<file path="src/hw/rtl/hgbs_pkg.sv">
// hgbs_pkg: shared types, constants and helpers for the height-grid sampler
// depends on nothing; imported by every module of the sampler
package hgbs_pkg;

   // fixed field widths
   localparam int COORD_BITS  = 24;
   localparam int SAMPLE_BITS = 16;
   localparam int POS_BITS    = 6;
   localparam int SIZE_BITS   = 7;
   localparam int FRAC_BITS   = 17;
   localparam int CSR_IDX_BITS = 3;
   localparam int CSR_DATA_BITS = 24;

   // grid limits
   localparam logic [SIZE_BITS-1:0] MAX_COLS = 7'd64;
   localparam logic [SIZE_BITS-1:0] MAX_ROWS = 7'd64;
   localparam logic [SIZE_BITS-1:0] MIN_SIZE = 7'd2;

   // one in 16-bit fixed point
   localparam logic [FRAC_BITS-1:0] ONE_Q16 = 17'h10000;

   // item kinds
   localparam logic REQ_WRITE = 1'b0;
   localparam logic REQ_QUERY = 1'b1;

   // register indexes
   localparam logic [CSR_IDX_BITS-1:0] CSR_GRID_WIDTH    = 3'd0;
   localparam logic [CSR_IDX_BITS-1:0] CSR_GRID_HEIGHT   = 3'd1;
   localparam logic [CSR_IDX_BITS-1:0] CSR_WRAP_MODE     = 3'd2;
   localparam logic [CSR_IDX_BITS-1:0] CSR_HEIGHT_SCALE  = 3'd3;
   localparam logic [CSR_IDX_BITS-1:0] CSR_HEIGHT_OFFSET = 3'd4;

   typedef struct packed {
      logic                           req_type;
      logic [POS_BITS-1:0]            write_col;
      logic [POS_BITS-1:0]            write_row;
      logic signed [SAMPLE_BITS-1:0]  write_value;
      logic signed [COORD_BITS-1:0]   coord_x;
      logic signed [COORD_BITS-1:0]   coord_y;
   } req_item_type;

   typedef struct packed {
      logic signed [31:0] height;
      logic signed [39:0] grad_x;
      logic signed [39:0] grad_y;
   } rsp_item_type;

   // located item between the coordinate stages and the memory stage
   typedef struct packed {
      logic                           valid;
      logic                           query;
      logic [POS_BITS-1:0]            col;
      logic [POS_BITS-1:0]            row;
      logic signed [SAMPLE_BITS-1:0]  value;
      logic [POS_BITS-1:0]            ix;
      logic [POS_BITS-1:0]            iy;
      logic [FRAC_BITS-1:0]           s;
      logic [FRAC_BITS-1:0]           t;
   } loc_type;

   // size register limited to [2, max], returned as size - 1
   function automatic logic [SIZE_BITS-1:0] size_m1(input logic [SIZE_BITS-1:0] sz,
                                                    input logic [SIZE_BITS-1:0] mx);
      logic [SIZE_BITS-1:0] v;
      v = sz;
      if (v < MIN_SIZE) v = MIN_SIZE;
      if (v > mx) v = mx;
      return v - 7'd1;
   endfunction

endpackage

</file>
<file path="src/hw/rtl/hgbs_locate.sv">
// hgbs_locate: two stages mapping query coordinates to cell index and fraction
// depends on hgbs_pkg
module hgbs_locate import hgbs_pkg::*; (
   input  logic                 clock,
   input  logic                 reset,
   input  logic                 en,
   input  logic                 in_valid,
   input  req_item_type         in_item,
   input  logic                 wrap_mode,
   input  logic [SIZE_BITS-1:0] wm1,
   input  logic [SIZE_BITS-1:0] hm1,
   output loc_type              loc
);

   logic                 valid_a_ff;
   req_item_type         item_a_ff;
   logic [FRAC_BITS-1:0] ux_a_ff, uy_a_ff;
   logic [FRAC_BITS-1:0] ux_in, uy_in;
   loc_type              loc_ff, loc_in;

   // wrap to fraction or clamp to unit range
   function automatic logic [FRAC_BITS-1:0] to_unit(input logic signed [COORD_BITS-1:0] c,
                                                    input logic wrap);
      logic [FRAC_BITS-1:0] u;
      if (wrap) u = {1'b0, c[15:0]};
      else if (c < 0) u = '0;
      else if (c > 24'sd65536) u = ONE_Q16;
      else u = c[FRAC_BITS-1:0];
      return u;
   endfunction

   // scale by size - 1, split into index and fraction
   function automatic logic [POS_BITS+FRAC_BITS-1:0] split(input logic [FRAC_BITS-1:0] u,
                                                          input logic [SIZE_BITS-1:0] m1);
      logic [23:0] f;
      logic [7:0]  i;
      logic [7:0]  lim;
      logic [23:0] fr;
      f   = 24'(u) * 24'(m1);
      lim = 8'(m1) - 8'd1;
      i   = f[23:16];
      if (i > lim) i = lim;
      fr  = f - {i, 16'h0000};
      return {i[POS_BITS-1:0], fr[FRAC_BITS-1:0]};
   endfunction

   assign ux_in = to_unit(in_item.coord_x, wrap_mode);
   assign uy_in = to_unit(in_item.coord_y, wrap_mode);

   // stage a: unit coordinates
   always_ff @(posedge clock) begin
      if (reset) begin
         valid_a_ff <= 1'b0;
      end else if (en) begin
         valid_a_ff <= in_valid;
      end
   end

   always_ff @(posedge clock) begin
      if (en) begin
         item_a_ff <= in_item;
         ux_a_ff   <= ux_in;
         uy_a_ff   <= uy_in;
      end
   end

   // stage b: cell index and fraction
   always_comb begin
      loc_in.valid      = valid_a_ff;
      loc_in.query      = (item_a_ff.req_type == REQ_QUERY);
      loc_in.col        = item_a_ff.write_col;
      loc_in.row        = item_a_ff.write_row;
      loc_in.value      = item_a_ff.write_value;
      {loc_in.ix, loc_in.s} = split(ux_a_ff, wm1);
      {loc_in.iy, loc_in.t} = split(uy_a_ff, hm1);
   end

   always_ff @(posedge clock) begin
      if (reset) begin
         loc_ff.valid <= 1'b0;
      end else if (en) begin
         loc_ff.valid <= loc_in.valid;
      end
      if (en) begin
         loc_ff.query <= loc_in.query;
         loc_ff.col   <= loc_in.col;
         loc_ff.row   <= loc_in.row;
         loc_ff.value <= loc_in.value;
         loc_ff.ix    <= loc_in.ix;
         loc_ff.iy    <= loc_in.iy;
         loc_ff.s     <= loc_in.s;
         loc_ff.t     <= loc_in.t;
      end
   end

   assign loc = loc_ff;

endmodule

</file>
<file path="config.mk">
export PLATFORM = sky130hd
export DESIGN_NAME = hgbs_locate
export DESIGN_NICKNAME = d
export VERILOG_FILES = /design/src/hw/rtl/hgbs_pkg.sv /design/src/hw/rtl/hgbs_locate.sv
export SDC_FILE = /design/constraint.sdc
export NUM_CORES = 1
export LEC_CHECK = 0
export BUFFER_PORTS_ARGS = -buffer_cell sky130_fd_sc_hd__buf_2
export CAP_MARGIN = 20
export CORE_AREA = 2 2 167 169
export DETAILED_ROUTE_END_ITERATION = 16
export DIE_AREA = 0 0 169 171
export PLACE_DENSITY = 0.68
export SYNTH_ARGS = -nofsm -noshare
export SYNTH_HDL_FRONTEND = slang
export SYNTH_SLANG_ARGS = --single-unit
</file>
<file path="constraint.sdc">
create_clock -name clock -period 16.5 [get_ports clock]
set_input_delay 1.65 -clock clock [delete_from_list [all_inputs] [get_ports clock]]
set_output_delay 1.65 -clock clock [all_outputs]
set_load 0.01 [all_outputs]
</file>
==> summary.txt <==
Outcome
  • Outcome: finished, final reports clean

Flow run
  • Max Cap Viol: 0

Yosys
  • Warnings from Yosys: 0
  • Post-synth top area share: 31.54%
  • Leading post-synthesis cells by cell area: edfxtp_1, fa_1, ha_1, and2_1, inv_1
  • Asr flop ratio synth: 0%
  • Flip-flop and latch count after synthesis: 140
  • Distinct cells, synth: 70
  • Post-synth EDFFs: 138
  • Mean area per synthesized cell: 10.66 um^2
  • Post-Syn Nets: 1579
  • Synth Instances: 1233
  • Synth Flop Type: edfxtp_1
  • Synthesized area: 13140 um^2
  • Seq/Total Area, Yosys: 31.84%
  • Synth area leader: edfxtp_1

Floorplanning
  • Core box area: 27320 um^2
  • Initial Util: 48.09%
  • IO Count: 172
  • DIE WIDTH: 169 um
  • Die height: 171 um
  • Row cnt: 61
  • Die area: 28900 um^2

Critical path
  • Worst EP required: 16.68 ns
  • Crit-path max FO: 21
  • Max incr delay on CP: 0.53 ns
  • Setup crit end kind: register
  • Crit path cell chain: buf_2 -> and2_1 -> fa_1 -> fa_1 -> fa_1 -> inv_1 -> fa_1 -> inv_1 -> ha_1 -> a21oi_2 -> nand2_1 -> o32ai_1 -> nor3_1 -> nor2_1 -> xnor2_1 -> ha_1 -> and3_1 -> a221o_1 -> a21oi_1 -> or2_2 -> nor2_1 -> a31o_1
  • Most used cell, CP: fa_1
  • CP max stage cell: nor3_1
  • Worst EP arrival: 7.48 ns
  • Worst setup SP type: primary input
  • Worst Path Class, Setup: in2reg

Detailed routing
  • # DRC: 0
  • First drt pass iteration count: 5
  • Routed Antenna Nets: 0
  • Vias per Instance: 5.306
  • Vias: 9212
  • Final WL: 28420 um
  • Routed length per instance: 16.37 um
  • Initial DRC Count: 411

CTS
  • Longest Clk Path Bufs: 2
  • Root Driver: clkbuf_16
  • Resized cells post-CTS: 0
  • CTS tree: yes
  • Clk_lat worst skew: 0.43 ns
  • Post-CTS Setup Repair Bufs: 0
  • Total CTS buffers: 17
  • Hold_buf cts: 0
  • Clock slew at reported path FFs: 0.07 ns
  • CTS sink cnt: 140
  • CTS HTree Levels: 4

Timing
  • Min Tclk post-route: 7.309 ns
  • Final worst slack: 9.191 ns
  • RSZ-0062 raised after global routing: no
  • Slew @ Worst Pin: 1.061 ns
  • Achievable Freq: 136.8 MHz
  • Post-route clock skew: 0.01363 ns
  • Final count of pins violating max slew: 0
  • Setup_tns: 0 ns
  • Normalized max-slew margin: 29.24%
  • Final Cycle Share: 44.30%
  • Final Hold Vio Count: 0
  • Setup violations, final: 0

GRT
  • Grt total ovfl: 0
  • Total Routing Usage GR: 20.62%
  • Initial antenna violation count: 1
  • First-pass GRT wire length: 47220 um
  • Pin count of the biggest net entering global routing: 84
  • Vias in the first global route: 9494

Cells and area
  • Final nets: 1722
  • Area grow syn2layout: 13.03%
  • Share of cells above drive strength 1: 16.20%
  • Filler instances: 2467

Pwr
  • Leak Pwr: 6.811 nW
  • Cell area power density: 180.0 nW/um^2
  • Maximum vdd drop: 101.2 uV

Min path
  • Min-Delay Path Class: reg2reg

Placed design
  • # port buffers: 171
  • Worst slack at placement: 8.788 ns
  • DP HPWL: 21470 um
  • RD Place Congestion: 0.8922
==> where the power goes <==
part	internal [W]	total (W)	switching [W]	leakage, nW
logic	0.000721	0.00171	0.000988	5.14
clock network	0.000232	0.000411	0.000179	0.305
registers	0.000526	0.000553	0.0000270	1.36
total	0.00148	0.00267	0.00119	6.81
==> metrics by stage <==
step                      util [%]  hold slack [ns]  total power (W)  area, um^2  instances
after floorplan                  -           0.4003         0.001877       13140       1233
after global placement       52.08           0.4004         0.002219       14230       1703
after detailed placement     52.08           0.4045         0.002251       14230       1703
after CTS                    54.34           0.4161         0.002679       14850       1735
after global routing         54.35           0.4228         0.002931       14850       1736
final                        54.35           0.4182         0.002673       14850       1736
==> worst max-delay path, delay by kind of cell <==
family	cells	cell delay [ns]
fa+ha+maj	6	2.68
xor+xnor	1	0.16
simple gates	7	1.51
buf+inv	3	0.48
compound gates	5	1.01
==> layout make-up <==
cell class	count	area (um^2)	area share, %
Antenna cell	1	2.502	0.01685
Clock buffer	17	425.4	2.865
Clock inverter	15	191.4	1.289
Inverter	150	563.0	3.791
Multi-Input combinational cell	895	8182	55.09
Sequential cell	140	4184	28.17
Tap cell	346	432.9	2.915
Timing Repair Buffer	172	869.6	5.856
==> cell usage in the layout, fill, tap and decap left out, types with 21 or more instances in the layout <==
cell type / instances
fa_1: 148
nor2b_1: 34
buf_2: 170
a21oi_1: 37
o21ai_0: 21
and2_1: 164
inv_1: 150
nor2_1: 49
xnor2_1: 31
a21o_1: 28
nand2_1: 102
edfxtp_1: 138
ha_1: 102
==> registers in the layout, summed over array words and instances, names as in the netlist <==
name,cells
item_a_ff,29
uy_a_ff,17
valid_a_ff,1
ux_a_ff,17
loc,76
==> logic make-up (layout without fill, tap and decap cells) <==
family	after synthesis	after routing	synth area share, %
other	0	1	0
xor gates and xnor gates	45	45	3.209
DFF	140	140	31.84
AOI/OAI and AO/OA	167	167	8.904
and+or+nand+nor	428	428	17.50
adders and majority gates	250	250	32.26
buffers and inverters	198	354	5.885
muxes	5	5	0.3904
==> per-layer routing <==
layer | GRT usage, % | up-vias | wire length, um
li1 | - | 4408 | -
met2 | 34.44 | 233 | 13530
met3 | 2.938 | 35 | 1206
met4 | 6.838 | 0 | 614
met1 | 27.85 | 4536 | 13070
met5 | 0 | - | 0
==> path summary, 6_finish.rpt <==
kind                                    start       to  slack (ns)  cells past startpoint
worst max register to register     ux_a_ff[4]  loc[45]       10.21                     21
worst min-delay path            item_a_ff[48]  loc[46]        0.42                      0
worst min register to register  item_a_ff[48]  loc[46]        0.42                      0
worst max-delay path                   wm1[2]  loc[45]        9.19                     22
==> cell usage after synthesis (all sizes together) (3+ instances only) <==
cell type	count
nand2b	5
or3	4
xor2	12
o21bai	3
o21a	8
and3	5
clkbuf	41
nand4	9
edfxtp	138
mux2i	4
o31ai	6
fa	148
inv	150
ha	102
o211ai	10
a21o	29
nor2	49
a21oi	41
nor4	13
o21ai	27
buf	7
xnor2	31
nor2b	34
and2	164
nand3	16
a211oi	15
nand2	103
nor3	12
o2111ai	4
or2	6
or4	3
Power figures use the tool's default switching activity.
